$ cat config.mk
export PLATFORM = sky130hd
export DESIGN_NAME = binary_multi_pattern_matcher_unit
export DESIGN_NICKNAME = d
export VERILOG_FILES = /design/src/hdl/bmpm_pkg.sv /design/src/hdl/binary_multi_pattern_matcher_unit.sv /design/src/hdl/bmpm_front.sv /design/src/hdl/bmpm_fifo.sv /design/src/hdl/bmpm_back.sv
export SDC_FILE = /design/constraint.sdc
export NUM_CORES = 2
export LEC_CHECK = 0
export ABC_AREA = 0
export CORE_MARGIN = 10
export CORE_UTILIZATION = 25
export CTS_CLUSTER_DIAMETER = 80
export DETAILED_ROUTE_END_ITERATION = 8
export DONT_BUFFER_PORTS = 1
export GPL_TIMING_DRIVEN = 0
export PLACE_DENSITY = 0.43
export SLEW_MARGIN = 20
export SYNTH_ARGS = -nofsm -noshare
export SYNTH_HDL_FRONTEND = slang
export SYNTH_SLANG_ARGS = --single-unit
$ cat constraint.sdc
create_clock -name clk -period 5.34 [get_ports clk]
set_input_delay 0.801 -clock clk [delete_from_list [all_inputs] [get_ports clk]]
set_output_delay 0.801 -clock clk [all_outputs]
set_load 0.03 [all_outputs]
$ cat src/hdl/bmpm_pkg.sv
// Shared types and constants for the binary multi-pattern matcher.
package bmpm_pkg;
  localparam int unsigned PAT_W = 32;
  localparam int unsigned LEN_W = 6;
  localparam int unsigned ID_W = 7;

  typedef enum logic [1:0] {
    OP_LOAD = 2'd0,
    OP_BIT  = 2'd1,
    OP_END  = 2'd2,
    OP_NONE = 2'd3
  } op_t;

  // Classified command handed from the front end to the back end.
  typedef struct packed {
    op_t              op;
    logic [PAT_W-1:0] value;
    logic             lookup;
  } cmd_t;
endpackage

$ cat src/hdl/binary_multi_pattern_matcher_unit.sv
// Top level of the binary multi-pattern matcher.
// Flow: a transaction passes through the queue; the back end finishes a bit with no lookup,
//   an ignored load or an unused opcode in its idle state, steps a load or a lookup through
//   read and check states once per probe, and sweeps every flag at end of text.
// The back end takes a new transaction only in its idle state, so the hash probe loop on the
//   single slot table read port sets the pace; a two-entry queue decouples intake from it.
// Reset (rst, synchronous): empty table, no flags, window cleared, length 8; results
//   are strobed for one cycle and the receiver cannot stall.
module binary_multi_pattern_matcher_unit
  import bmpm_pkg::*;
#(
  parameter int unsigned MAX_PATTERNS = 64,
  parameter int unsigned HASH_SIZE = 128,
  parameter int unsigned MAX_LEN = 32
) (
  input  logic             clk,
  input  logic             rst,
  input  logic             start,
  output logic             busy,
  input  logic [1:0]       op,
  input  logic             bit_value,
  input  logic [PAT_W-1:0] pattern_value,
  input  logic             cfg_we,
  input  logic [LEN_W-1:0] cfg_data,
  output logic             done,
  output logic [ID_W-1:0]  pattern_id,
  output logic             none_found,
  output logic             last
);
  cmd_t front_cmd, q_cmd;
  logic take, q_empty, q_full, pop;

  // Hold intake while the queue is full.
  assign busy = q_full;
  assign take = start && !busy;

  bmpm_front #(.MAX_LEN(MAX_LEN)) u_front (
    .clk(clk), .rst(rst), .cfg_we(cfg_we), .cfg_data(cfg_data), .take(take),
    .op(op), .bit_value(bit_value), .pattern_value(pattern_value), .cmd(front_cmd)
  );

  bmpm_fifo u_fifo (
    .clk(clk), .rst(rst), .push(take), .din(front_cmd), .pop(pop),
    .dout(q_cmd), .empty(q_empty), .full(q_full)
  );

  bmpm_back #(.MAX_PATTERNS(MAX_PATTERNS), .HASH_SIZE(HASH_SIZE)) u_back (
    .clk(clk), .rst(rst), .cmd_valid(!q_empty), .cmd(q_cmd), .cmd_pop(pop),
    .pattern_id(pattern_id), .none_found(none_found),
    .last(last), .result_valid(done)
  );
endmodule

$ cat src/hdl/bmpm_front.sv
// Front end: takes transactions, masks patterns, tracks the text window.
module bmpm_front
  import bmpm_pkg::*;
#(
  parameter int unsigned MAX_LEN = 32
) (
  input  logic             clk,
  input  logic             rst,
  input  logic             cfg_we,
  input  logic [LEN_W-1:0] cfg_data,
  input  logic             take,
  input  logic [1:0]       op,
  input  logic             bit_value,
  input  logic [PAT_W-1:0] pattern_value,
  output cmd_t             cmd
);
  logic [LEN_W-1:0] pattern_len;
  logic [LEN_W-1:0] eff_len;
  logic [PAT_W-1:0] mask;
  logic [PAT_W-1:0] window_bits;
  logic [PAT_W-1:0] window_next;
  logic [LEN_W-1:0] bits_seen;
  logic [LEN_W-1:0] seen_next;

  always_comb begin
    eff_len = pattern_len;
    if (eff_len == '0) eff_len = LEN_W'(1);
    if (eff_len > LEN_W'(MAX_LEN)) eff_len = LEN_W'(MAX_LEN);
    mask = (eff_len >= LEN_W'(PAT_W)) ? '1 : ((PAT_W'(1) << eff_len) - PAT_W'(1));
    window_next = {window_bits[PAT_W-2:0], bit_value} & mask;
    seen_next = (bits_seen < LEN_W'(MAX_LEN)) ? bits_seen + LEN_W'(1) : bits_seen;
    cmd.op = op_t'(op);
    cmd.lookup = 1'b0;
    case (op_t'(op))
      OP_LOAD: cmd.value = pattern_value & mask;
      OP_BIT: begin
        cmd.value = window_next;
        cmd.lookup = (seen_next >= eff_len);
      end
      default: cmd.value = '0;
    endcase
  end

  always_ff @(posedge clk) begin
    if (rst) begin
      pattern_len <= LEN_W'(8);
      window_bits <= '0;
      bits_seen <= '0;
    end else begin
      if (cfg_we) pattern_len <= cfg_data;
      if (take && op_t'(op) == OP_BIT) begin
        window_bits <= window_next;
        bits_seen <= seen_next;
      end else if (take && op_t'(op) == OP_END) begin
        window_bits <= '0;
        bits_seen <= '0;
      end
    end
  end
endmodule

$ cat src/hdl/bmpm_fifo.sv
// Short command queue between the front and back ends.
module bmpm_fifo
  import bmpm_pkg::*;
(
  input  logic clk,
  input  logic rst,
  input  logic push,
  input  cmd_t din,
  input  logic pop,
  output cmd_t dout,
  output logic empty,
  output logic full
);
  cmd_t mem [2];
  logic wp, rp;
  logic [1:0] cnt;

  assign empty = (cnt == 2'd0);
  assign full = (cnt == 2'd2);
  assign dout = mem[rp];

  always_ff @(posedge clk) begin
    if (push) mem[wp] <= din;
  end

  always_ff @(posedge clk) begin
    if (rst) begin
      wp <= 1'b0;
      rp <= 1'b0;
      cnt <= 2'd0;
    end else begin
      if (push) wp <= ~wp;
      if (pop) rp <= ~rp;
      cnt <= cnt + {1'b0, push} - {1'b0, pop};
    end
  end
endmodule

$ cat src/hdl/bmpm_back.sv
// Back end: hash table insert and lookup, match flags and result sweep.
module bmpm_back
  import bmpm_pkg::*;
#(
  parameter int unsigned MAX_PATTERNS = 64,
  parameter int unsigned HASH_SIZE = 128
) (
  input  logic            clk,
  input  logic            rst,
  input  logic            cmd_valid,
  input  cmd_t            cmd,
  output logic            cmd_pop,
  output logic [ID_W-1:0] pattern_id,
  output logic            none_found,
  output logic            last,
  output logic            result_valid
);
  localparam int unsigned HW = (HASH_SIZE > 1) ? $clog2(HASH_SIZE) : 1;
  localparam int unsigned PW = (MAX_PATTERNS > 1) ? $clog2(MAX_PATTERNS) : 1;
  localparam int unsigned CW = HW + 1;

  typedef enum logic [2:0] {S_IDLE, S_READ, S_CHECK, S_STORE, S_SWEEP} state_t;

  state_t state;
  logic [ID_W-1:0] slots [HASH_SIZE];
  logic [PAT_W-1:0] store [MAX_PATTERNS];
  logic [HASH_SIZE-1:0] slot_ok;
  logic [MAX_PATTERNS-1:0] flags;
  logic [ID_W-1:0] pattern_count;
  logic [HW-1:0] pos;
  logic [CW-1:0] probes;
  logic [PAT_W-1:0] key;
  logic is_load;
  logic [ID_W-1:0] slot_q;
  logic [PAT_W-1:0] pat_q;
  logic [PW:0] sweep_i;
  logic any_found;
  logic [ID_W-1:0] rd_id;
  logic [MAX_PATTERNS-1:0] rest;
  logic idle;

  assign idle = (state == S_IDLE);
  assign cmd_pop = idle && cmd_valid;
  assign rd_id = slot_ok[pos] ? slots[pos] : '0;

  always_comb begin
    rest = '0;
    for (int k = 0; k < MAX_PATTERNS; k++)
      rest[k] = flags[k] && (k > int'(sweep_i));
  end

  always_ff @(posedge clk) begin
    slot_q <= rd_id;
    pat_q <= store[PW'(rd_id - ID_W'(1))];
    if (state == S_CHECK && is_load && slot_q == '0)
      store[PW'(pattern_count)] <= key;
    if (state == S_CHECK && is_load && slot_q == '0)
      slots[pos] <= pattern_count + ID_W'(1);
  end

  always_ff @(posedge clk) begin
    if (rst) begin
      state <= S_IDLE;
      slot_ok <= '0;
      flags <= '0;
      pattern_count <= '0;
      result_valid <= 1'b0;
      pattern_id <= '0;
      none_found <= 1'b0;
      last <= 1'b0;
      pos <= '0;
      probes <= '0;
      key <= '0;
      is_load <= 1'b0;
      sweep_i <= '0;
      any_found <= 1'b0;
    end else begin
      result_valid <= 1'b0;
      case (state)
        S_IDLE: begin
          if (cmd_valid) begin
            key <= cmd.value;
            pos <= HW'(cmd.value);
            probes <= '0;
            is_load <= (cmd.op == OP_LOAD);
            sweep_i <= '0;
            any_found <= 1'b0;
            case (cmd.op)
              OP_LOAD:
                if (pattern_count < ID_W'(MAX_PATTERNS)) state <= S_READ;
              OP_BIT:
                if (cmd.lookup) state <= S_READ;
              OP_END: state <= S_SWEEP;
              default: state <= S_IDLE;
            endcase
          end
        end
        S_READ: state <= S_CHECK;
        S_CHECK: begin
          if (slot_q == '0) begin
            if (is_load) begin
              slot_ok[pos] <= 1'b1;
              pattern_count <= pattern_count + ID_W'(1);
            end
            state <= S_IDLE;
          end else if (!is_load && slot_q <= ID_W'(MAX_PATTERNS) && pat_q == key) begin
            flags[PW'(slot_q - ID_W'(1))] <= 1'b1;
            state <= S_IDLE;
          end else if (probes == CW'(HASH_SIZE - 1)) begin
            state <= S_IDLE;
          end else begin
            probes <= probes + CW'(1);
            pos <= pos + HW'(1);
            state <= S_READ;
          end
        end
        S_SWEEP: begin
          if (flags[sweep_i[PW-1:0]]) begin
            result_valid <= 1'b1;
            pattern_id <= ID_W'(sweep_i) + ID_W'(1);
            none_found <= 1'b0;
            last <= (rest == '0);
            any_found <= 1'b1;
            flags[sweep_i[PW-1:0]] <= 1'b0;
          end
          if (sweep_i == (PW+1)'(MAX_PATTERNS - 1)) begin
            if (!any_found && !flags[sweep_i[PW-1:0]]) begin
              result_valid <= 1'b1;
              pattern_id <= '0;
              none_found <= 1'b1;
              last <= 1'b1;
            end
            state <= S_IDLE;
          end else begin
            sweep_i <= sweep_i + (PW+1)'(1);
          end
        end
        default: state <= S_IDLE;
      endcase
    end
  end
endmodule

==> impl_metrics.json <==
{
  "status": "finished, violations left",
  "violations": "setup timing",
  "fin_area_um2": 164400,
  "grt_pass1_wl_um": 625300,
  "antenna_found_initial": 22,
  "die_area_um2": 562200,
  "syn_nets": 7133,
  "io_pins": 56,
  "stdcell_count": 15037,
  "min_from": "pattern_value[0]",
  "worst_slack_ns": -0.2097,
  "whs_ns": 0.1410,
  "synth_cells": 7069,
  "reg2reg_to": "u_back.pat_q[16]",
  "fill_cells": 51278,
  "drv_cap": 0,
  "r2r_cells": 25,
  "cp.arrival_ns": 6.36,
  "grt_util_met3_pct": 2.699,
  "synth-seq-cells": 3376,
  "power.leakage_nw": 51.12,
  "path_clk_slew_ns": 0.06,
  "drive_gt1_share_pct": 29.90,
  "wl_per_cell_um": 30.50,
  "ys_types": 82,
  "busiest_layer": "met2",
  "netlist_area_um2": 133100,
  "cp-endpoint": "u_back.pat_q[16]",
  "dr.first_iter.drc_count": 7736,
  "vias": 73065,
  "dr.pass1.iters": 6,
  "finalNetCount": 7794,
  "path_class": "reg -> reg",
  "cts_root_buffer": "clkbuf_16",
  "die_x_um": 749.8,
  "clk_latency_ns": 0.99,
  "grt_start_max_net_pins": 81,
  "initial_core_util_pct": 25.13,
  "setup_tns_ns": -4.753,
  "synth-seq-area-share_pct": 73.42,
  "vdd_ir_drop_max_uv": 634.2,
  "core_um2": 529800,
  "dpl.hpwl_um": 318600,
  "clock-sinks": 3376,
  "cts_tree": "yes",
  "route.detailed.drc": 0,
  "postRouteAntennaNets": 0,
  "gp_congestion": 0.9484,
  "synthFlopType": "edfxtp_1",
  "startpoint_type": "flop",
  "fin_crit_sh_pct": 103.9,
  "fin_crit_ns": 5.550,
  "power_density_nw_per_um2": 681.9,
  "cts_buffers": 380,
  "grt_pass1_vias": 73955,
  "grt.met1_usage_pct": 21.66,
  "skew_ns": 0.1502,
  "slew_viol_final": 0,
  "die_h_um": 749.8,
  "drt-total-wl_um": 458700,
  "synth.avg_cell_area_um2": 18.83,
  "viasPerCell": 4.859,
  "clock.fmax_mhz": 180.2,
  "clockBufferDepth": 4,
  "cp-end-kind": "flop",
  "rsz0062_at_grt": "yes",
  "placementRows": 267,
  "io_buffers": 0,
  "setup_viol": 30,
  "grt_use_met2_pct": 25.44,
  "synth_edf_count": 3014,
  "grt_util_all_layers_pct": 15.75,
  "power.total_mw": 112.1,
  "relSlewSlack_pct": 20.73,
  "overflow": 0,
  "min_path_type": "in -> reg",
  "finalHoldViolCount": 0,
  "critPathRequiredTime_ns": 6.15,
  "h-tree-depth": 5,
  "placed_area_um2": 146900,
  "placed_cells": 14236,
  "synthArstFlopShare_pct": 0,
  "syn_to_final_growth_pct": 23.47,
  "ys_warn_count": 0,
  "worstMarginPinSlew_ns": 1.189,
  "crit_path_max_fanout": 7,
  "ff2ff_setup_slack_ns": -0.21
}
## synth_stat cells, drive strengths merged, types with 20 or more instances
cell	instances	area [um2]
xnor2	29	261.5
and2	23	143.9
a21oi	163	815.8
clkbuf	207	777.0
xor2	42	367.9
mux4	744	16760
nor3	60	305.3
dfxtp	362	7247
nand2	314	1179
nor2b	39	244.0
nand3	62	310.3
o221ai	36	315.3
o21a	133	998.5
edfxtp	3014	90510
mux2i	380	3804
mux2	88	991.0
a22oi	60	450.4
nand2b	27	168.9
buf	211	1217
nor4	20	125.1
a211oi	53	397.9
a221oi	33	289.0
nor2	492	1852
inv	32	120.1
a32oi	57	499.2
a32o	55	550.5
o21ai	74	370.4
## power by group
part           switching, mW  leakage (nW)  internal, mW  total [mW]
clock                   10.7          5.98          15.2        25.9
combinational           32.9          14.5          21.8        54.7
sequential              1.03          30.6          30.5        31.5
## final cells by class
cell class                 count  area [um2]  area share (%)
buffer                       412        3507           2.133
inverter                      40       183.9          0.1119
multi-input combinational   3235       36630           22.28
timing repair buffer         285        5164           3.141
antenna                        9       22.52         0.01370
tap                         6994        8751           5.323
sequential                  3376       97890           59.54
clock buffer                 497       10380           6.316
clock inverter               189        1864           1.134
## timing repair
action,in CTS,in global routing
hold buffers,9,0
cloned,5,3
setup buffers,78,17
endpoints found under the setup margin,34,33
hold endpoints to repair,11,0
resized for setup,816,82
pin swaps,46,41
## registers in the layout (all words and copies together), names as in the netlist, 2 cells and up, named ones only
| name | count |
|---|---|
| u_back.flags | 64 |
| u_back.key | 32 |
| u_back.pat_q | 32 |
| u_back.pattern_count | 7 |
| u_back.pattern_id | 7 |
| u_back.pos | 7 |
| u_back.probes | 8 |
| u_back.slot_ok | 128 |
| u_back.slot_q | 7 |
| u_back.slots | 896 |
| u_back.state | 3 |
| u_back.store | 2048 |
| u_back.sweep_i | 7 |
| u_fifo.cnt | 2 |
| u_fifo.mem | 70 |
| u_front.bits_seen | 6 |
| u_front.pattern_len | 6 |
| u_front.window_bits | 31 |
## logic make-up (layout without fill, tap and decap cells)
logic type | count (synthesis) | after routing | share of synthesized area [%]
buffers and inverters | 458 | 1423 | 1.611
XOR/XNOR | 71 | 71 | 0.4727
multiplexers | 1212 | 1212 | 16.19
flip-flops | 3376 | 3376 | 73.42
AO/OA/AOI/OAI | 805 | 805 | 4.404
other | 1 | 10 | 0.002817
adder cells (fa/ha/maj) | 19 | 19 | 0.1786
AND/OR/NAND/NOR | 1127 | 1127 | 3.724
## metrics by stage
step | utilization (%) | worst slack (ns)
after floorplan | - | 0.05297
after global placement | 26.78 | -7.336
after detailed placement | 27.72 | -4.831
after CTS | 30.91 | -0.1595
after global routing | 31.02 | -0.2039
final | 31.03 | -0.2097
## how the worst min path moves through the flow
stage / slack (ns) / end / cells past startpoint
global route: 0.11 / u_fifo.mem[0][1] / 2
detailed placement: 0.45 / u_back.slot_ok[53] / 1
finish: 0.14 / u_fifo.mem[1][1] / 2
floorplan: 0.43 / u_back.slot_ok[112] / 1
CTS: 0.06 / u_fifo.mem[0][1] / 2
global placement: 0.44 / u_back.slot_ok[18] / 1
## metal layers
layer / vias up / routed length (um)
met2: 2701 / 214300
met3: 672 / 30430
met1: 39442 / 197500
li1: 30250 / -
met5: - / 0
met4: 0 / 16390
## cell usage in the layout, fill, tap and decap left out, types with 40 or more instances in the layout
cell type and instances:
clkinv_1 79, o21ai_0 68, mux2i_4 107, o21a_1 133, nand3_1 59, buf_12 87
clkinv_2 55, edfxtp_1 3014, buf_2 59, nor2_1 366, clkbuf_16 408, buf_16 122
mux4_2 744, nand2_1 288, a211oi_1 52, xor2_1 40, nor2_4 70, clkbuf_2 40
nor3_1 48, dfxtp_1 323, mux2i_1 257, buf_4 147, a32o_1 55, a21oi_1 117
clkbuf_1 204, a22oi_1 57, nor2_2 56, mux2_2 88
## critical path: stages, from the launching register on
cell and delay, ns:
dfxtp_2 0.33, buf_12 0.15, buf_16 0.16, buf_16 0.16, buf_16 0.17, mux2i_2 0.19
o22a_1 0.19, nand4_1 0.09, nand4_1 0.29, a22oi_2 0.43, and3_4 0.28, buf_12 0.11
buf_12 0.10, buf_16 0.12, clkinvlp_4 0.12, ha_4 0.27, inv_4 0.06, clkbuf_16 0.18
buf_16 0.16, clkbuf_16 0.20, clkbuf_16 0.17, mux4_2 0.34, mux2i_4 0.29, mux2i_4 0.20
a32oi_2 0.30, o221ai_1 0.17
Power figures use the tool's default switching activity.
